File: config.mk
export PLATFORM = sky130hd
export DESIGN_NAME = sgfe_regs
export DESIGN_NICKNAME = d
export VERILOG_FILES = /design/src/rtl/core/sgfe_pkg.sv /design/src/rtl/core/sgfe_regs.sv
export SDC_FILE = /design/constraint.sdc
export NUM_CORES = 1
export LEC_CHECK = 0
export BUFFER_PORTS_ARGS = -buffer_cell sky130_fd_sc_hd__buf_4
export CORE_ASPECT_RATIO = 1.5
export CORE_MARGIN = 4
export CORE_UTILIZATION = 40
export CTS_CLUSTER_DIAMETER = 30
export DETAILED_ROUTE_END_ITERATION = 6
export PLACE_DENSITY_LB_ADDON = 0.08
export SYNTH_ARGS = -nofsm -noshare
export SYNTH_HDL_FRONTEND = slang
export SYNTH_SLANG_ARGS = --single-unit
File: constraint.sdc
create_clock -name clk -period 1.4 [get_ports clk]
set_input_delay 0.07 -clock clk [delete_from_list [all_inputs] [get_ports clk]]
set_output_delay 0.07 -clock clk [all_outputs]
set_load 0.1 [all_outputs]
File: src/rtl/core/sgfe_pkg.sv
// Shared types, widths and constants for the stepped-gradient field evaluator.
// Depends on nothing; every other file of the block but sgfe_stream_if imports it.
package sgfe_pkg;

  // Field and coordinate widths
  localparam int DATA_W  = 32;           // Q16.16 fields, Q8.24 positions
  localparam int LEN_W   = 31;           // half length, unsigned Q8.24
  localparam int ADDR_W  = 4;            // four registers at 4-byte spacing

  // Internal arithmetic widths
  localparam int GRAD_W  = DATA_W + 1;   // gradient in effect, holds -beta exactly
  localparam int RAD_W   = 2 * DATA_W;   // x^2 + y^2
  localparam int ROOT_W  = DATA_W;       // floor of the radius
  localparam int REM_W   = ROOT_W + 2;   // square-root partial remainder
  localparam int LOW_W   = 32;           // split point of the wide products
  localparam int SUM_W   = 65;           // 1 + alpha*r + g*z in Q.40, also g*z
  localparam int PROD_W  = 97;           // full product ahead of rounding

  // Square root: two root bits resolved per stage
  localparam int SQRT_STEPS  = 2;
  localparam int SQRT_STAGES = ROOT_W / SQRT_STEPS;

  // Stage counts of each section, and the delays that line them up
  localparam int FRONT_RAD_LAT  = 3;     // radicand and g*z leave the front end
  localparam int FRONT_PROD_LAT = 4;     // transverse products leave the front end
  localparam int ZPATH_LAT      = 4;
  localparam int ROUND_LAT      = 2;
  localparam int ROOT_LAT       = FRONT_RAD_LAT + SQRT_STAGES;
  localparam int TOTAL_LAT      = ROOT_LAT + ZPATH_LAT + ROUND_LAT;
  localparam int GZ_DELAY       = ROOT_LAT - FRONT_RAD_LAT;
  localparam int XY_DELAY       = TOTAL_LAT - FRONT_PROD_LAT - ROUND_LAT;

  // Fraction bits dropped when rounding to Q16.16
  localparam int XY_SHIFT = 41;          // 40 of the 56 fraction bits plus the factor of one half
  localparam int Z_SHIFT  = 40;

  // 1.0 in Q.40
  localparam logic [SUM_W-1:0] UNITY_Q40 = {{(SUM_W - 41){1'b0}}, 1'b1, 40'd0};

  // Saturation limits, as magnitudes and as results
  localparam logic [DATA_W:0]   SAT_NEG_MAG = 33'h0_8000_0000;
  localparam logic [DATA_W:0]   SAT_POS_MAG = 33'h0_7FFF_FFFF;
  localparam logic [DATA_W-1:0] SAT_NEG     = 32'h8000_0000;
  localparam logic [DATA_W-1:0] SAT_POS     = 32'h7FFF_FFFF;

  // Register map
  typedef enum logic [1:0] {
    REG_BASE_FIELD      = 2'd0,
    REG_RADIAL_GRADIENT = 2'd1,
    REG_AXIAL_GRADIENT  = 2'd2,
    REG_HALF_LENGTH     = 2'd3
  } reg_idx_t;

  typedef struct packed {
    logic signed [DATA_W-1:0] base_field;
    logic signed [DATA_W-1:0] radial_gradient;
    logic signed [DATA_W-1:0] axial_gradient;
    logic        [LEN_W-1:0]  half_length;
  } cfg_t;

  typedef struct packed {
    logic signed [DATA_W-1:0] pos_x;
    logic signed [DATA_W-1:0] pos_y;
    logic signed [DATA_W-1:0] pos_z;
  } pos_t;

  typedef struct packed {
    logic signed [DATA_W-1:0] field_x;
    logic signed [DATA_W-1:0] field_y;
    logic signed [DATA_W-1:0] field_z;
    logic                     overflow;
  } field_t;

endpackage

File: src/rtl/core/sgfe_regs.sv
// APB-style configuration registers of the field evaluator.
// Depends on sgfe_pkg for the register map and the configuration struct.
module sgfe_regs (
  input  logic                        clk,
  input  logic                        rst,
  input  logic                        psel,
  input  logic                        penable,
  input  logic                        pwrite,
  input  logic [sgfe_pkg::ADDR_W-1:0] paddr,
  input  logic [sgfe_pkg::DATA_W-1:0] pwdata,
  output logic [sgfe_pkg::DATA_W-1:0] prdata,
  output logic                        pready,
  output sgfe_pkg::cfg_t              cfg
);
  import sgfe_pkg::*;

  reg_idx_t idx;
  logic     wr_en;

  assign idx    = reg_idx_t'(paddr[ADDR_W-1:2]);
  assign wr_en  = psel && penable && pwrite;
  assign pready = 1'b1;

  // Write in the access phase
  always_ff @(posedge clk) begin
    if (rst) begin
      cfg <= '0;
    end else if (wr_en) begin
      case (idx)
        REG_BASE_FIELD:      cfg.base_field      <= $signed(pwdata);
        REG_RADIAL_GRADIENT: cfg.radial_gradient <= $signed(pwdata);
        REG_AXIAL_GRADIENT:  cfg.axial_gradient  <= $signed(pwdata);
        REG_HALF_LENGTH:     cfg.half_length     <= pwdata[LEN_W-1:0];
        default:             cfg                 <= cfg;
      endcase
    end
  end

  // Read back
  always_comb begin
    case (idx)
      REG_BASE_FIELD:      prdata = cfg.base_field;
      REG_RADIAL_GRADIENT: prdata = cfg.radial_gradient;
      REG_AXIAL_GRADIENT:  prdata = cfg.axial_gradient;
      REG_HALF_LENGTH:     prdata = {1'b0, cfg.half_length};
      default:             prdata = '0;
    endcase
  end

endmodule

==> reports/qor.csv <==
metric;value;unit
power-per-cell-area;1050;nW/um^2
synth-compound-area-share;0.0853;%
largest-register;cfg;
p_leak;0.00425;uW
via_per_inst;4.93;
p_int;7200;uW
placed_area;8060;um^2
crit-reg2reg-capture;cfg[0];
initial_core_util;41.3;%
dp_slack;0.0460;ns
clockBufferDepth;2;
synth_area;5870;um^2
area_delta_synth_final;55.6;%
yosys.area.top_type;dfxtp_1;
clkLatencyLatePin;0.40;ns
post_drt_wl_per_cell;17.6;um
grt_pass1_wl;25700;um
yosys-top-cells-area;dfxtp_1 43%, mux2i_1 22%, nand2b_1 17%;
ant_nets;0;
worst_slack;-0.118;ns
final.fill_count;1166;
cts_tree;done;
boundaryPins;201;
skew;0;ns
ys.warnings.count;0;
synthSimpleGateAreaFrac;18.4;%
grt_pass1_vias;4849;
cap_viol_max_count;0;
slew_violations;0;
power.switching;2390;uW
drtPass1Iterations;4;
synth_cells;496;
gp_congestion;0.776;
seqPwrFrac;36.4;%
clkTransAtPathRegs;0.06;ns
die_area;16700;um^2
hp-class;in2reg;
overflow;0;
drive_gt1_share;58.4;%
rsz0062_at_grt;yes;
antenna_found_initial;0;
dr.first_iter.drc_count;140;
crit_arrival;1.45;ns
wl;16200;um
combinationalPowerShare;12.0;%
timing.final.crit_share;108;%
rows;53;
setup_viol;31;
fin_util;64.3;%
required;1.33;ns
synthXorXnorAreaFrac;0;%
critPathLaunchType;register;
synth-adder-area-share;0;%
ir_worst_vdd;696;uV
cts_num_sinks;127;
h-tree-depth;4;
die_y;156;um
synth-seq-cells;127;
cp-end-kind;primary output;
grtUsageTotal;19.5;%
avgSynthCellArea;11.8;um^2
die_w;107;um
synth_seq_area_share;43.3;%
rr_worst_depth;3;
syn-num-nets;537;
synth_top_area_share;43.3;%
root_buffer;clkbuf_16;
largest_registers;cfg: 127 flops;
r2r_slack;0.67;ns
synth_top_family_by_area;multiplexers;
antenna_cells;0;
cts_made_buffers;17;
core;14200;um^2
hp-start;pwdata[25];
violations;negative setup slack;
status;finished with violations;
fmax;0.659;GHz
r2r_start;cfg[0];
hpwl;11400;um
largest_reg_flops;127;
grt_max_degree;72;
p_clk_share;51.6;%
synth.area.mux_share;33.7;%
min_period;1.52;ns
hold_depth;3;
hold_viol;0;
port_buffers;197;
netlist-cell-type-count;20;
final_nets;754;
worstSetupPathType;reg2out;
min_to;cfg[56];
vias;4526;
path_max_fanout;2;
p_sw_share;24.9;%
drc;0;
fin_area;9130;um^2
how the worst max path moves through the flow:
stage | start | endpoint | slack, ns | cells after the start
finish | cfg[30] | prdata[30] | -0.12 | 2
global route | cfg[30] | prdata[30] | -0.15 | 2
CTS | cfg[30] | prdata[30] | -0.13 | 2
detailed placement | paddr[3] | prdata[30] | 0.05 | 3
global placement | paddr[3] | prdata[30] | 0.06 | 3
floorplan | cfg[94] | prdata[31] | 0.04 | 2
layer usage:
| metal | part of all wire [%] | routed length (um) | GRT usage (%) | vias to the layer above |
|---|---|---|---|---|
| met4 | 1.6 | 265 | 6.46 | 0 |
| met5 | 0 | 0 | 0 | - |
| li1 | - | - | - | 2151 |
| met3 | 5.4 | 873 | 4.09 | 17 |
| met2 | 54 | 8680 | 35.4 | 149 |
| met1 | 39 | 6340 | 22.7 | 2209 |
synthesized netlist by cell type (all sizes together):
cell,instances
clkbuf,17
o21ai,1
nand3b,1
nand3,2
or3,1
mux2i,128
nand2,2
buf,22
nor3,1
nand2b,159
mux4,31
dfxtp,127
and2b,1
nor3b,1
conb,1
and3,1
power by group through the flow:
stage                     combinational [uW]  sequential (uW)  clock (uW)
final                                   1150             3490        4950
after floorplan                          481             3900           0
after detailed placement                1110             3570           0
after CTS                               1150             3490        5040
after global placement                  1100             3570           0
after global routing                    1200             3500        5230
area by class of cell:
cell class / instances / area, um^2 / share of cell area [%]
clock buffer: 18 / 429 / 4.70
clock inverter: 14 / 238 / 2.60
multi-input combinational: 330 / 3080 / 33.8
sequential: 127 / 3020 / 33.1
tap: 192 / 240 / 2.63
timing repair buffer: 237 / 2120 / 23.2
timing repair:
action	in CTS	in global routing
gates resized for setup	46	6
hold buffers	8	0
hold endpoints to repair	12	0
gates cloned	0	0
buffers inserted	12	3
setup endpoints to repair	32	31
through the flow:
step,power [uW],cells,hold slack (ns),TNS [ns]
final,9580,918,0.00766,-2.99
after global routing,9920,918,0.0157,-4.13
after CTS,9690,915,0.00227,-3.47
after detailed placement,4680,863,0.386,0
after global placement,4660,863,0.390,0
after floorplan,4390,496,0.258,0
worst max-delay path, stage by stage, from the launching register on:
cell     delay (ns)
dfxtp_4        0.34
mux4_2         0.51
buf_12         0.19
cells by family (layout without fill, tap and decap cells):
kind of cell           Yosys count  in the layout
AND/OR/NAND/NOR                169            169
multiplexers                   159            159
flip-flops                     127            127
buffers and inverters           39            269
other                            1              1
AO/OA/AOI/OAI                    1              1
placed cells by master (no fill, tap or decap), drive strengths merged:
cell	n
dlygate4sd3	8
buf	229
conb	1
clkinv	3
dfxtp	127
nor3b	1
mux4	31
or3	1
nand2b	159
mux2i	128
nand3	2
inv	2
clkinvlp	3
and2b	1
nand3b	1
o21ai	1
and3	1
nand2	2
clkbuf	18
nor3	1
bufinv	6
Note: power is estimated with default switching activity, not from simulation.
