## config.mk

```make
export PLATFORM = sky130hd
export DESIGN_NAME = sgfe_sqrt
export DESIGN_NICKNAME = d
export VERILOG_FILES = /design/src/rtl/core/sgfe_pkg.sv /design/src/rtl/core/sgfe_sqrt.sv
export SDC_FILE = /design/constraint.sdc
export NUM_CORES = 2
export LEC_CHECK = 0
export ABC_CLOCK_PERIOD_IN_PS = 13300
export BUFFER_PORTS_ARGS = -buffer_cell sky130_fd_sc_hd__buf_2
export CAP_MARGIN = 20
export CORE_AREA = 10 10 364 366
export DETAILED_ROUTE_END_ITERATION = 8
export DIE_AREA = 0 0 374 376
export MAX_ROUTING_LAYER = met4
export PLACE_DENSITY = 0.78
export REMOVE_ABC_BUFFERS = 1
export SLEW_MARGIN = 15
export SYNTH_ARGS = -nofsm -noshare
export SYNTH_HDL_FRONTEND = slang
export SYNTH_SLANG_ARGS = --single-unit
```

## constraint.sdc

```tcl
create_clock -name clk -period 13.3 [get_ports clk]
set_input_delay 1.995 -clock clk [delete_from_list [all_inputs] [get_ports clk]]
set_output_delay 1.995 -clock clk [all_outputs]
set_load 0.01 [all_outputs]
```

## src/rtl/core/sgfe_pkg.sv

```systemverilog
// Shared types, widths and constants for the stepped-gradient field evaluator.
// Depends on nothing; every other file of the block but sgfe_stream_if imports it.
package sgfe_pkg;

  // Field and coordinate widths
  localparam int DATA_W  = 32;           // Q16.16 fields, Q8.24 positions
  localparam int LEN_W   = 31;           // half length, unsigned Q8.24
  localparam int ADDR_W  = 4;            // four registers at 4-byte spacing

  // Internal arithmetic widths
  localparam int GRAD_W  = DATA_W + 1;   // gradient in effect, holds -beta exactly
  localparam int RAD_W   = 2 * DATA_W;   // x^2 + y^2
  localparam int ROOT_W  = DATA_W;       // floor of the radius
  localparam int REM_W   = ROOT_W + 2;   // square-root partial remainder
  localparam int LOW_W   = 32;           // split point of the wide products
  localparam int SUM_W   = 65;           // 1 + alpha*r + g*z in Q.40, also g*z
  localparam int PROD_W  = 97;           // full product ahead of rounding

  // Square root: two root bits resolved per stage
  localparam int SQRT_STEPS  = 2;
  localparam int SQRT_STAGES = ROOT_W / SQRT_STEPS;

  // Stage counts of each section, and the delays that line them up
  localparam int FRONT_RAD_LAT  = 3;     // radicand and g*z leave the front end
  localparam int FRONT_PROD_LAT = 4;     // transverse products leave the front end
  localparam int ZPATH_LAT      = 4;
  localparam int ROUND_LAT      = 2;
  localparam int ROOT_LAT       = FRONT_RAD_LAT + SQRT_STAGES;
  localparam int TOTAL_LAT      = ROOT_LAT + ZPATH_LAT + ROUND_LAT;
  localparam int GZ_DELAY       = ROOT_LAT - FRONT_RAD_LAT;
  localparam int XY_DELAY       = TOTAL_LAT - FRONT_PROD_LAT - ROUND_LAT;

  // Fraction bits dropped when rounding to Q16.16
  localparam int XY_SHIFT = 41;          // 40 of the 56 fraction bits plus the factor of one half
  localparam int Z_SHIFT  = 40;

  // 1.0 in Q.40
  localparam logic [SUM_W-1:0] UNITY_Q40 = {{(SUM_W - 41){1'b0}}, 1'b1, 40'd0};

  // Saturation limits, as magnitudes and as results
  localparam logic [DATA_W:0]   SAT_NEG_MAG = 33'h0_8000_0000;
  localparam logic [DATA_W:0]   SAT_POS_MAG = 33'h0_7FFF_FFFF;
  localparam logic [DATA_W-1:0] SAT_NEG     = 32'h8000_0000;
  localparam logic [DATA_W-1:0] SAT_POS     = 32'h7FFF_FFFF;

  // Register map
  typedef enum logic [1:0] {
    REG_BASE_FIELD      = 2'd0,
    REG_RADIAL_GRADIENT = 2'd1,
    REG_AXIAL_GRADIENT  = 2'd2,
    REG_HALF_LENGTH     = 2'd3
  } reg_idx_t;

  typedef struct packed {
    logic signed [DATA_W-1:0] base_field;
    logic signed [DATA_W-1:0] radial_gradient;
    logic signed [DATA_W-1:0] axial_gradient;
    logic        [LEN_W-1:0]  half_length;
  } cfg_t;

  typedef struct packed {
    logic signed [DATA_W-1:0] pos_x;
    logic signed [DATA_W-1:0] pos_y;
    logic signed [DATA_W-1:0] pos_z;
  } pos_t;

  typedef struct packed {
    logic signed [DATA_W-1:0] field_x;
    logic signed [DATA_W-1:0] field_y;
    logic signed [DATA_W-1:0] field_z;
    logic                     overflow;
  } field_t;

endpackage

```

## src/rtl/core/sgfe_sqrt.sv

```systemverilog
// Pipelined integer square root of the Q16.48 radius squared.
// Restoring digit recurrence, SQRT_STEPS root bits per stage. Depends on sgfe_pkg.
module sgfe_sqrt (
  input  logic                        clk,
  input  logic                        adv,
  input  logic [sgfe_pkg::RAD_W-1:0]  radicand,
  output logic [sgfe_pkg::ROOT_W-1:0] root
);
  import sgfe_pkg::*;

  localparam int TRIAL_W = REM_W + 2;

  logic [REM_W-1:0]  rem_q  [SQRT_STAGES];
  logic [ROOT_W-1:0] root_q [SQRT_STAGES];
  logic [RAD_W-1:0]  rad_q  [SQRT_STAGES];

  for (genvar s = 0; s < SQRT_STAGES; s++) begin : g_stage
    logic [REM_W-1:0]   rem_in, rem_c;
    logic [ROOT_W-1:0]  root_in, root_c;
    logic [RAD_W-1:0]   rad_in, rad_c;
    logic [TRIAL_W-1:0] trial, test;

    if (s == 0) begin : g_first
      assign rem_in  = '0;
      assign root_in = '0;
      assign rad_in  = radicand;
    end else begin : g_next
      assign rem_in  = rem_q[s-1];
      assign root_in = root_q[s-1];
      assign rad_in  = rad_q[s-1];
    end

    // Resolve the next root bits, bringing down two radicand bits each
    always_comb begin
      rem_c  = rem_in;
      root_c = root_in;
      rad_c  = rad_in;
      trial  = '0;
      test   = '0;
      for (int k = 0; k < SQRT_STEPS; k++) begin
        trial = {rem_c, rad_c[RAD_W-1 -: 2]};
        test  = TRIAL_W'({root_c, 2'b01});
        if (trial >= test) begin
          rem_c  = REM_W'(trial - test);
          root_c = {root_c[ROOT_W-2:0], 1'b1};
        end else begin
          rem_c  = REM_W'(trial);
          root_c = {root_c[ROOT_W-2:0], 1'b0};
        end
        rad_c = rad_c << 2;
      end
    end

    // Advance the stage
    always_ff @(posedge clk) begin
      if (adv) begin
        rem_q[s]  <= rem_c;
        root_q[s] <= root_c;
        rad_q[s]  <= rad_c;
      end
    end
  end

  assign root = root_q[SQRT_STAGES-1];

endmodule

```

==> metrics.md <==
| Metric | Value |
|---|---|
| Die area | `141000 um^2` |
| Setup crit start kind | `register` |
| Routability-driven placement congestion ratio | `a little over 1` |
| Hold Crit Class | `register to register` |
| Commonest cells in the synthesized netlist | `1239 x edfxtp_1, 656 x a21oi_1, 651 x nand2_1` |
| P per Cell Area | `just under 200 nW/um^2` |
| Vias in the first global route | `60500` |
| Worst vdd ir | `152 uV` |
| Synth Register Bits | `1239` |
| Sequential cell area fraction in the yosys report | `0.460` |
| PortBufs | `97` |
| Worst Path Required | `approximately 14 ns` |
| Layout Cells excl Fill | `9892` |
| Setup ws final | `5.37 ns` |
| Final period util | `0.596` |
| Predominant post-synthesis flop cell | `edfxtp_1` |
| Vias per inst | `~6.4` |
| Placed Area | `83200 um^2` |
| Synth top area share | `0.460` |
| Leak | `between 30 and 40 nW` |
| Pre-CTS setup slack | `5.28 ns` |
| Max-cap violations | `0` |
| Routed len/inst | `around 22 um` |
| Initial drt markers | `~7200` |
| Total congestion overflow | `0` |
| Crit Path Class | `register to register` |
| Post-synth EDFFs | `1239` |
| First-pass GRT wire length | `335000 um` |
| Final setup viols | `0` |
| Unrepaired setup endpoints after global routing | `no` |
| Post-CTS Hold Buffers | `0` |
| Initial Utilization | `0.647` |
| Initial antenna violation count | `5` |
| CTS Buf Count | `around 130` |
| Arr. time, crit path | `8.47 ns` |
| DR vias | `approximately 64000` |
| Post-synthesis cell area | `80900 um^2` |
| Element type at the critical path end | `register` |
| I/O pin cnt | `98` |
| CTS tree | `done` |
| Syn Inst Count | `a little over 8000` |
| YS warnings | `0` |
| Longest Clk Path Bufs | `3` |
| CP Max Fanout | `28` |
| FILL cells | `~9200` |
| Reg-to-reg slack, setup | `between 5 and 6 ns` |
| Worst-Skew Late Latency | `0.81 ns` |
| Num rows | `130` |
| Main area contributors after synthesis | `edfxtp_1 46%, ha_1 8.6%, xnor2_1 5.2%` |
| Largest area contributor in the netlist | `edfxtp_1` |
| Number of nets in the layout | `between 8000 and 9000` |
| Setup TNS | `0 ns` |
| Layout area overhead | `8.43%` |
| Reg clk slew, reported paths | `0.06 ns` |
| Die width | `374 um` |
| H-tree level count | `4` |
| Post-CTS setup buffers | `0` |
| Post-route cell area | `87700 um^2` |
| Slew Viols, Final | `0` |
| Relative max-transition margin | `0.224` |
| DRC viols | `0` |
| Detail Placement HPWL | `164000 um` |
| Yosys cell types | `100` |
| Clock Sink Count | `1239` |
| Layout cells sized above 1 | `0.0678` |
| Minimum clock period | `7.93 ns` |
| Largest net degree at the start of global routing | `about 170` |
| Final WL | `216000 um` |
| FFs w/ async S/R, synth | `0` |
| Status | `finished, final reports clean` |
| PostCTS Resize Cnt | `0` |
| Antenna viol nets, final | `0` |
| TritonRoute pass-1 iters | `6` |
| Worst slew pin tran | `1.15 ns` |
| Worst Skew | `0.0520 ns` |
| Core area | `around 130000 um^2` |
| Max frequency | `about 0.13 GHz` |
| Placed insts | `9646` |
| Root Buffer | `clkbuf_16` |
| Count leader, synth | `edfxtp_1` |
| Global Route Usage Sum | `0.304` |
| Hold Vio Cnt, Final | `0` |
| Synth Area per Inst | `10.1 um^2` |
| Die height | `376 um` |
==> state kept, by name, indices dropped and copies added, names as in the netlist <==
signal  flops
root_q    272
rad_q     480
rem_q     487
==> stage by stage <==
step / utilization / power, mW / hold slack, ns
2_1_floorplan: - / 11.4 / 0.400
3_3_place_gp: 0.665 / 13.3 / 0.400
3_5_place_dp: 0.665 / 13.4 / 0.405
4_1_cts: 0.701 / 17.3 / 0.397
5_1_grt: 0.701 / 18.4 / 0.412
6_report: 0.701 / 17.4 / 0.397
==> kinds of logic (layout without fill, tap and decap cells) <==
| kind of cell | after synthesis | in the layout | synth area share |
|---|---|---|---|
| simple gates | 2594 | 2594 | 0.160 |
| flops | 1239 | 1239 | 0.460 |
| compound gates | 2071 | 2071 | 0.162 |
| other cells | 1 | 6 | 0.0000463 |
| fa+ha+maj | 558 | 558 | 0.0863 |
| xor+xnor | 775 | 775 | 0.0839 |
| buf+inv | 692 | 886 | 0.0325 |
| mux | 113 | 113 | 0.0154 |
==> cells in the final DEF (no fill, tap or decap), drive strengths merged, types with 20 or more instances in the layout <==
cell type,count
edfxtp,1239
a21oi,656
nand2,652
nor2,644
ha,558
inv,512
xnor2,485
o21ai,467
xor2,290
a21o,259
nor3,219
nand3,205
clkbuf,150
buf,141
nand4,129
nor4,109
nand2b,105
mux2,92
or3,83
o21a,80
and3,70
nor2b,68
o21bai,66
a31oi,66
a211oi,62
o211ai,61
clkinv,61
o31ai,56
or2,53
and2,52
or4,45
nor3b,32
and4,28
nor4b,28
a2111oi,27
a31o,24
nand3b,23
mux2i,21
nand4b,20
==> cell type report <==
type | count | area (um^2) | share of cell area
Timing Repair Buffer | 144 | 925 | 0.0105
Tap cell | 1650 | 2060 | 0.0235
Antenna cell | 3 | 7.51 | 0.0000856
Clock inverter | 90 | 1140 | 0.0130
Sequential cell | 1239 | 37200 | 0.424
Clock buffer | 148 | 3360 | 0.0383
Multi-Input combinational cell | 6114 | 41100 | 0.469
Inverter | 504 | 1890 | 0.0216
==> power by group <==
group | switching, mW | total [mW] | internal, mW
Sequential | 0.545 | 5.78 | 5.23
Combinational | 4.65 | 7.82 | 3.17
Clock | 1.64 | 3.80 | 2.16
==> layer usage <==
metal  vias to the layer above  GRT usage  share of wire
li1                      30100          -              -
met1                     30500      0.406           0.43
met2                      2696      0.480           0.46
met3                       462     0.0495          0.075
met4                         0     0.0889          0.030
met5                         -          -              0
==> critical path: stages, from the launching register on <==
cell      delay, ns
edfxtp_1       0.49
nor4_2         0.66
nand4b_1       0.25
a31o_2         0.31
a311oi_1       0.71
nand2_1        0.80
inv_2          0.68
o31ai_1        0.22
ha_1           0.38
and2_1         0.20
and3_1         0.20
nand3_1        0.08
nor3_1         0.23
nand3_1        0.10
nor4_1         0.47
nor4bb_1       0.13
and4_1         0.24
and4_1         0.18
buf_4          0.23
inv_1          0.65
mux2_2         0.42
==> worst paths after layout <==
path / start / end / cells after the start
max: rem_q[1][91] / rem_q[1][125] / 20
min: rad_q[0][332] / rad_q[0][396] / 0
max reg2reg: rem_q[1][91] / rem_q[1][125] / 20
min reg2reg: rad_q[0][332] / rad_q[0][396] / 0
No activity file was read; power rests on OpenSTA's default activity.
