[src/rtl/core/sgfe_pkg.sv]
// Shared types, widths and constants for the stepped-gradient field evaluator.
// Depends on nothing; every other file of the block but sgfe_stream_if imports it.
package sgfe_pkg;

  // Field and coordinate widths
  localparam int DATA_W  = 32;           // Q16.16 fields, Q8.24 positions
  localparam int LEN_W   = 31;           // half length, unsigned Q8.24
  localparam int ADDR_W  = 4;            // four registers at 4-byte spacing

  // Internal arithmetic widths
  localparam int GRAD_W  = DATA_W + 1;   // gradient in effect, holds -beta exactly
  localparam int RAD_W   = 2 * DATA_W;   // x^2 + y^2
  localparam int ROOT_W  = DATA_W;       // floor of the radius
  localparam int REM_W   = ROOT_W + 2;   // square-root partial remainder
  localparam int LOW_W   = 32;           // split point of the wide products
  localparam int SUM_W   = 65;           // 1 + alpha*r + g*z in Q.40, also g*z
  localparam int PROD_W  = 97;           // full product ahead of rounding

  // Square root: two root bits resolved per stage
  localparam int SQRT_STEPS  = 2;
  localparam int SQRT_STAGES = ROOT_W / SQRT_STEPS;

  // Stage counts of each section, and the delays that line them up
  localparam int FRONT_RAD_LAT  = 3;     // radicand and g*z leave the front end
  localparam int FRONT_PROD_LAT = 4;     // transverse products leave the front end
  localparam int ZPATH_LAT      = 4;
  localparam int ROUND_LAT      = 2;
  localparam int ROOT_LAT       = FRONT_RAD_LAT + SQRT_STAGES;
  localparam int TOTAL_LAT      = ROOT_LAT + ZPATH_LAT + ROUND_LAT;
  localparam int GZ_DELAY       = ROOT_LAT - FRONT_RAD_LAT;
  localparam int XY_DELAY       = TOTAL_LAT - FRONT_PROD_LAT - ROUND_LAT;

  // Fraction bits dropped when rounding to Q16.16
  localparam int XY_SHIFT = 41;          // 40 of the 56 fraction bits plus the factor of one half
  localparam int Z_SHIFT  = 40;

  // 1.0 in Q.40
  localparam logic [SUM_W-1:0] UNITY_Q40 = {{(SUM_W - 41){1'b0}}, 1'b1, 40'd0};

  // Saturation limits, as magnitudes and as results
  localparam logic [DATA_W:0]   SAT_NEG_MAG = 33'h0_8000_0000;
  localparam logic [DATA_W:0]   SAT_POS_MAG = 33'h0_7FFF_FFFF;
  localparam logic [DATA_W-1:0] SAT_NEG     = 32'h8000_0000;
  localparam logic [DATA_W-1:0] SAT_POS     = 32'h7FFF_FFFF;

  // Register map
  typedef enum logic [1:0] {
    REG_BASE_FIELD      = 2'd0,
    REG_RADIAL_GRADIENT = 2'd1,
    REG_AXIAL_GRADIENT  = 2'd2,
    REG_HALF_LENGTH     = 2'd3
  } reg_idx_t;

  typedef struct packed {
    logic signed [DATA_W-1:0] base_field;
    logic signed [DATA_W-1:0] radial_gradient;
    logic signed [DATA_W-1:0] axial_gradient;
    logic        [LEN_W-1:0]  half_length;
  } cfg_t;

  typedef struct packed {
    logic signed [DATA_W-1:0] pos_x;
    logic signed [DATA_W-1:0] pos_y;
    logic signed [DATA_W-1:0] pos_z;
  } pos_t;

  typedef struct packed {
    logic signed [DATA_W-1:0] field_x;
    logic signed [DATA_W-1:0] field_y;
    logic signed [DATA_W-1:0] field_z;
    logic                     overflow;
  } field_t;

endpackage

[src/rtl/core/sgfe_round.sv]
// Two-stage round-to-nearest (ties away from zero) and saturation to Q16.16.
// SHIFT is the number of fraction bits dropped. Depends on sgfe_pkg.
module sgfe_round #(
  parameter int SHIFT = 40
) (
  input  logic                               clk,
  input  logic                               adv,
  input  logic signed [sgfe_pkg::PROD_W-1:0] value,
  output logic signed [sgfe_pkg::DATA_W-1:0] result,
  output logic                               sat
);
  import sgfe_pkg::*;

  localparam int MAG_W = PROD_W + 1;
  localparam int Q_W   = MAG_W - SHIFT;
  localparam logic [MAG_W-1:0] HALF = MAG_W'(1) << (SHIFT - 1);

  logic              neg_c, neg1;
  logic [MAG_W-1:0]  mag_c, mag1;
  logic [Q_W-1:0]    q, lim;
  logic              over;
  logic [DATA_W-1:0] res_c;

  // Magnitude plus one half; a negative value folds its +1 into the addend
  always_comb begin
    neg_c = value[PROD_W-1];
    mag_c = neg_c ? (MAG_W'(~value) + HALF + MAG_W'(1)) : (MAG_W'(value) + HALF);
  end

  always_ff @(posedge clk) begin
    if (adv) begin
      mag1 <= mag_c;
      neg1 <= neg_c;
    end
  end

  // Drop the fraction, clamp and restore the sign
  always_comb begin
    q     = mag1[MAG_W-1:SHIFT];
    lim   = neg1 ? Q_W'(SAT_NEG_MAG) : Q_W'(SAT_POS_MAG);
    over  = q > lim;
    if (over) begin
      res_c = neg1 ? SAT_NEG : SAT_POS;
    end else begin
      res_c = neg1 ? -q[DATA_W-1:0] : q[DATA_W-1:0];
    end
  end

  always_ff @(posedge clk) begin
    if (adv) begin
      result <= $signed(res_c);
      sat    <= over;
    end
  end

endmodule

[config.mk]
export PLATFORM = sky130hd
export DESIGN_NAME = sgfe_round
export DESIGN_NICKNAME = d
export VERILOG_FILES = /design/src/rtl/core/sgfe_pkg.sv /design/src/rtl/core/sgfe_round.sv
export SDC_FILE = /design/constraint.sdc
export NUM_CORES = 1
export LEC_CHECK = 0
export BUFFER_PORTS_ARGS = -buffer_cell sky130_fd_sc_hd__buf_2
export CAP_MARGIN = 10
export CORE_MARGIN = 2
export CORE_UTILIZATION = 44
export CTS_CLUSTER_DIAMETER = 150
export DETAILED_ROUTE_END_ITERATION = 12
export GPL_ROUTABILITY_DRIVEN = 0
export PLACE_DENSITY = 0.64
export SLEW_MARGIN = 10
export SYNTH_ARGS = -nofsm -noshare
export SYNTH_HDL_FRONTEND = slang
export SYNTH_SLANG_ARGS = --single-unit
export TNS_END_PERCENT = 20
[constraint.sdc]
create_clock -name clk -period 3.9 [get_ports clk]
set_input_delay 0.585 -clock clk [delete_from_list [all_inputs] [get_ports clk]]
set_output_delay 0.585 -clock clk [all_outputs]
set_load 0.1 [all_outputs]
==> results.yml, run 1 <==
clock_network:
  post_cts_resized: 0
  htreeDepth: 3
  post_cts_buffers: 0
  clockBufferDepth: 2
  root_buffer: "clkbuf_16"
  cts_tree: "built"
  cts_buffers: 9
  clk_latency_ps: 360
  cts.sinks: 92
  path_clk_slew_ps: 70
  hold_buffers: 0
logic_synthesis:
  synth_seq_cells: 92
  synthArstFlopShare_pct: 0
  synth_simple_gate_area_share_pct: 29.6
  synthCells: 959
  synth_adder_area_share_pct: 5.35
  yosys_warnings: 0
  synth-edff-count: 92
  yosysUniqueCellTypes: 77
  synth_area_um2: 8410
  seq_area_frac_synth_pct: 32.8
  syn_nets: 1094
  avgSynthCellArea_um2: 8.77
  yosys.area.top_type: "edfxtp_1"
  synthTopCellsByArea: "edfxtp_1 (33%), ha_1 (5.4%), nor4_1 (4.0%)"
  synth_compound_area_share_pct: 21.1
  synth_ff_type: "edfxtp_1"
  synth_xor_area_share_pct: 5.31
  synth_top_family_by_area: "simple AND/OR/NAND/NOR gates"
  muxShareOfSynthArea_pct: 0.714
  netlist.area_leader.share_pct: 32.8
floorplan:
  initial_core_util_pct: 45.0
  die_h_um: 142
  coreArea_um2: 18700
  die_x_um: 142
  die_area_um2: 20200
  num_rows: 50
  ios: 132
setup_path:
  critical_path.slowest_cell: "edfxtp_1"
  endpoint_kind: "flip-flop"
  crit_path_frequent_cell: "buf_12"
  crit_required_ps: 4050
  rrSetupSlack_ps: 360
  slowest_delay_ps: 680
  path_cells: "buf_12 > ha_1 > a21oi_1 > o21ai_0 > a2111o_1 > and2_1 > buf_12 > or4_1 > a221oi_1"
  cp_num_buf_inv: 2
  cp.depth: 9
  crit_type: "flip-flop to flip-flop"
  path_max_fanout: 42
  rr_worst_depth: 9
  path_delay_family: "compound AO/OA/AOI/OAI gates"
  startpoint_type: "flip-flop"
  cp_data_arrival_time_ps: 3690
min_path:
  hold_path.class: "input pin to flip-flop"
  holdPathStages: 2
finish:
  post-route-util_pct: 51.4
  drive_above_1_share_pct: 19.5
  fillers: 1731
  syn_to_final_growth_pct: 14.3
  multi_input_comb_area_um2: 5240
  nets: 1196
  seqCellArea_um2: 2760
  antenna_cells: 0
sta:
  timing.final.ws_setup_ps: 364
  hold_viol: 0
  finalSetupViolCount: 0
  fmax_ghz: 0.283
  period_share_pct: 90.7
  tns_ps: 0
  tightest_slew_ps: 870
  rsz0062_at_grt: "no"
  post-route-min-period_ps: 3540
  relSlewSlack_pct: 42.0
  clock_skew_ps: 11.5
  slew_viol_final: 0
global_routing:
  grt_max_degree: 68
  grt_pass1_wl_mm: 38.9
  antenna_found_initial: 0
  grtUsageTotal_pct: 24.3
  grt_overflow: 0
  first_global_vias: 7402
routing:
  drt_iter0_markers: 918
  drt-total-wl_mm: 24.8
  wire_per_inst_um: 19.1
  postRouteAntennaNets: 0
  route.detailed.drc: 0
  detail_route.vias_per_cell: 6.43
  first_pass_iters: 5
  num_vias: 8365
run:
  max_cap_violations: 0
power:
  cellPowerDensity_nw_per_um2: 305
  p_leak_uw: 0.00341
  p_total_uw: 2930
  ir_drop_mv: 0.244
placed_design:
  port_buffers: 131
  dp_slack_ps: 408
  hpwl_mm: 18.7
status:
  run_status: "completed"
-- layout by cell type (no fill, tap or decap), types with 11 or more instances in the layout --
master and n:
nor4_1 54, nor2_1 63, or4_1 43, xnor2_1 19, and4_1 13, a211oi_1 21, a41oi_1 11, inv_1 35
or3_1 20, o21a_1 24, o22ai_1 14, nor3_1 37, buf_2 130, nand2_1 60, and3_1 12, o21ai_0 21
ha_1 36, edfxtp_1 92, nand4_1 31, or2_2 13, a31oi_1 24, buf_4 26, nand3_1 18, a21oi_1 47
xor2_1 32
-- flip-flops by register name (all words and copies together), names as in the netlist --
signal,flops
mag1,58
neg1,1
result,32
sat,1
-- per-layer routing --
layer / routed length [um] / track usage, % / part of all wire [%] / vias up
met2: 11800 / 40.3 / 48 / 398
met1: 10600 / 32.3 / 43 / 3885
met5: 0 / 0 / 0 / -
met3: 1640 / 3.03 / 6.6 / 48
met4: 767 / 9.47 / 3.1 / 0
li1: - / - / - / 4034
-- power by group --
| part | switching (uW) | internal, uW | leakage, uW |
|---|---|---|---|
| sequential | 91.3 | 1200 | 0.000899 |
| combinational | 535 | 257 | 0.00237 |
| clock | 400 | 442 | 0.000134 |
-- cell type report --
| class | instances | area share, % |
|---|---|---|
| tap | 234 | 3.04 |
| clock inverter | 7 | 0.638 |
| clock buffer | 9 | 2.34 |
| sequential | 92 | 28.7 |
| timing repair buffer | 159 | 9.42 |
| multi-input combinational | 764 | 54.5 |
| inverter | 35 | 1.37 |
-- worst paths after layout --
| path | from | to |
|---|---|---|
| hold / removal | value[75] | mag1[75] |
| hold reg to reg | mag1[71] | result[31] |
| setup reg to reg | neg1 | result[21] |
| setup / recovery | neg1 | result[21] |
-- kinds of logic (layout without fill, tap and decap cells) --
| family | Yosys count | count (layout) |
|---|---|---|
| fa+ha+maj | 36 | 36 |
| other cells | 1 | 1 |
| flops | 92 | 92 |
| buf+inv | 103 | 210 |
| compound gates | 251 | 251 |
| simple gates | 419 | 419 |
| mux | 6 | 6 |
| xor+xnor | 51 | 51 |
-- metrics by stage --
step,cells,cell area [um2],hold slack (ps)
after floorplan,959,8410,592
after global placement,1284,9330,663
after detailed placement,1284,9330,676
after CTS,1300,9620,549
after global routing,1300,9620,559
final,1300,9620,558
-- synthesized netlist by cell type (3+ instances only) --
cell type,number
a221oi_1,4
a22oi_1,4
a41oi_1,11
ha_1,36
a32oi_1,3
or2_2,13
nand2_1,60
nor4_4,3
o22ai_1,14
nor3_1,38
a21oi_1,47
or4_1,43
o31a_1,7
o41ai_1,10
xor2_1,32
o21a_1,24
nor4_1,54
or3_1,20
and2_1,10
o32ai_1,8
a311oi_1,8
o211a_1,4
and3_1,12
clkbuf_1,53
nand4_1,31
o21ai_0,21
nor4_2,3
a21boi_0,3
edfxtp_1,92
xnor2_1,19
inv_1,35
mux2i_1,6
nand3_1,18
a211oi_1,21
o211ai_1,6
buf_2,10
nor2b_1,3
and4_1,13
nor4b_1,5
o31ai_1,10
a31oi_1,24
nor2_1,63
nand4b_1,4
nand2b_1,10
-- worst reg2reg max path, delay by kind of cell (launching register included) --
family	cells	cell delay (ps)
AOI/OAI and AO/OA	4	1050
and+or+nand+nor	2	850
buffers and inverters	2	540
DFF	1	680
adders and majority gates	1	220
Note: power is estimated with default switching activity, not from simulation.
==> run 2, diff against run 1 <==
--- a/config.mk
+++ b/config.mk
@@ -13,6 +13,7 @@
 export DETAILED_ROUTE_END_ITERATION = 12
 export GPL_ROUTABILITY_DRIVEN = 0
 export PLACE_DENSITY = 0.64
+export REMOVE_ABC_BUFFERS = 1
 export SLEW_MARGIN = 10
 export SYNTH_ARGS = -nofsm -noshare
 export SYNTH_HDL_FRONTEND = slang
==> run 2 against run 1 <==
Against the previous run: clock-buffer cell count stayed put; critical path depth stayed put; wire length is 0.91% lower; final area is 0.13% higher; first-iteration DRC count is 8.1% lower; highest routed layer unchanged.
==> results.yml, run 2 (synthesized netlist as in run 1, its figures left out) <==
status:
  run_status: "completed"
finish:
  largest_reg_flops: 58
  final_cell_mix: "buf_2 (130), edfxtp_1 (92), nor2_1 (63), nand2_1 (60), nor4_1 (54)"
  fillers: 1761
  nets: 1197
  post-route-util_pct: 51.5
  drive_above_1_share_pct: 19.3
  layout_commonest_cell: "buf_2"
  antenna_cells: 0
  syn_to_final_growth_pct: 14.5
  design_area_um2: 9630
  multi_input_comb_area_um2: 5240
  seqCellArea_um2: 2760
  reg_top3: "mag1 x58, result x32"
  regMostFlops: "mag1"
setup_path:
  endpoint_kind: "flip-flop"
  startpoint_type: "flip-flop"
  crit_type: "flip-flop to flip-flop"
  crit_required_ps: 4040
  cp_data_arrival_time_ps: 3450
  crit_start: "neg1"
  reg2reg_from: "neg1"
  path_max_fanout: 55
routing:
  wirelength_met1_mm: 11.0
  highest_layer: "met4"
  drt-total-wl_mm: 24.6
  route.detailed.drc: 0
  first_pass_iters: 5
  wire_per_inst_um: 18.9
  drt_iter0_markers: 844
  dr_wl_met2_mm: 11.4
  detail_route.vias_per_cell: 6.48
  route.met3.wl_mm: 1.62
  postRouteAntennaNets: 0
  num_vias: 8412
global_routing:
  grt_pass1_wl_mm: 39.0
  grtUsageTotal_pct: 24.1
  first_global_vias: 7356
  antenna_found_initial: 0
  grt_overflow: 0
  grt_max_degree: 68
clock_network:
  post_cts_buffers: 0
  root_buffer: "clkbuf_16"
  cts_buffers: 9
  clockBufferDepth: 2
  post_cts_resized: 0
  clk_latency_ps: 350
  cts_tree: "built"
  cts.sinks: 92
  hold_buffers: 0
  path_clk_slew_ps: 70
  htreeDepth: 3
power:
  p_total_uw: 3000
  p_leak_uw: 0.00342
  ir_drop_mv: 0.243
  cellPowerDensity_nw_per_um2: 311
sta:
  rsz0062_at_grt: "no"
  hold_viol: 0
  period_share_pct: 84.9
  tightest_slew_ps: 891
  post-route-min-period_ps: 3310
  finalSetupViolCount: 0
  relSlewSlack_pct: 40.6
  slew_viol_final: 0
  clock_skew_ps: 7.28
  fmax_ghz: 0.302
floorplan:
  die_h_um: 142
  initial_core_util_pct: 45.0
  die_area_um2: 20200
  die_x_um: 142
  num_rows: 50
  ios: 132
  coreArea_um2: 18700
placed_design:
  hpwl_mm: 18.1
  port_buffers: 131
  post_dp_cell_area_um2: 9320
min_path:
  hp-start: "value[75]"
  hold_path.class: "input pin to flip-flop"
run:
  max_cap_violations: 0
-- run 2: layout make-up --
cell class / instances / area share [%]
repair buffers: 160 / 9.36
clock inverters: 5 / 0.819
clock buffers: 9 / 2.34
multi-input cells: 764 / 54.4
inverters: 35 / 1.36
well taps: 234 / 3.04
flip-flops and latches: 92 / 28.7
-- run 2: per-layer routing --
metal / up-vias / GRT usage [%]
met5: - / 0
met1: 3940 / 32.9
met3: 40 / 3.36
li1: 4045 / -
met2: 387 / 39.4
met4: 0 / 8.05
-- run 2: final timing paths --
kind,end,slack (ps),cells past startpoint
worst min-delay path,mag1[75],560,2
worst max register to register,result[21],590,9
worst min register to register,result[31],690,2
worst max-delay path,result[21],590,9
-- run 2: critical path, cell delays in order (launching register included) --
cell      delay [ps]
edfxtp_1         430
buf_12           230
ha_1             350
a21oi_1          140
o21ai_0           90
a2111o_1         510
and2_1           210
buf_4            250
or4_1            540
a221oi_1         330
-- run 2: where the power goes --
group | internal [uW] | leakage (uW) | switching, uW | total, uW
combinational | 255 | 0.00238 | 530 | 786
sequential | 1200 | 0.000899 | 80.6 | 1290
clock | 552 | 0.000141 | 374 | 927
-- run 2: per-stage QoR --
step | setup WS (ps) | hold WS [ps] | TNS (ps) | instances
after floorplan | -1580 | 592 | -47760 | 891
after global placement | 608 | 678 | 0 | 1285
after detailed placement | 430 | 671 | 0 | 1285
after CTS | 621 | 551 | 0 | 1299
after global routing | 360 | 559 | 0 | 1299
final | 589 | 564 | 0 | 1299
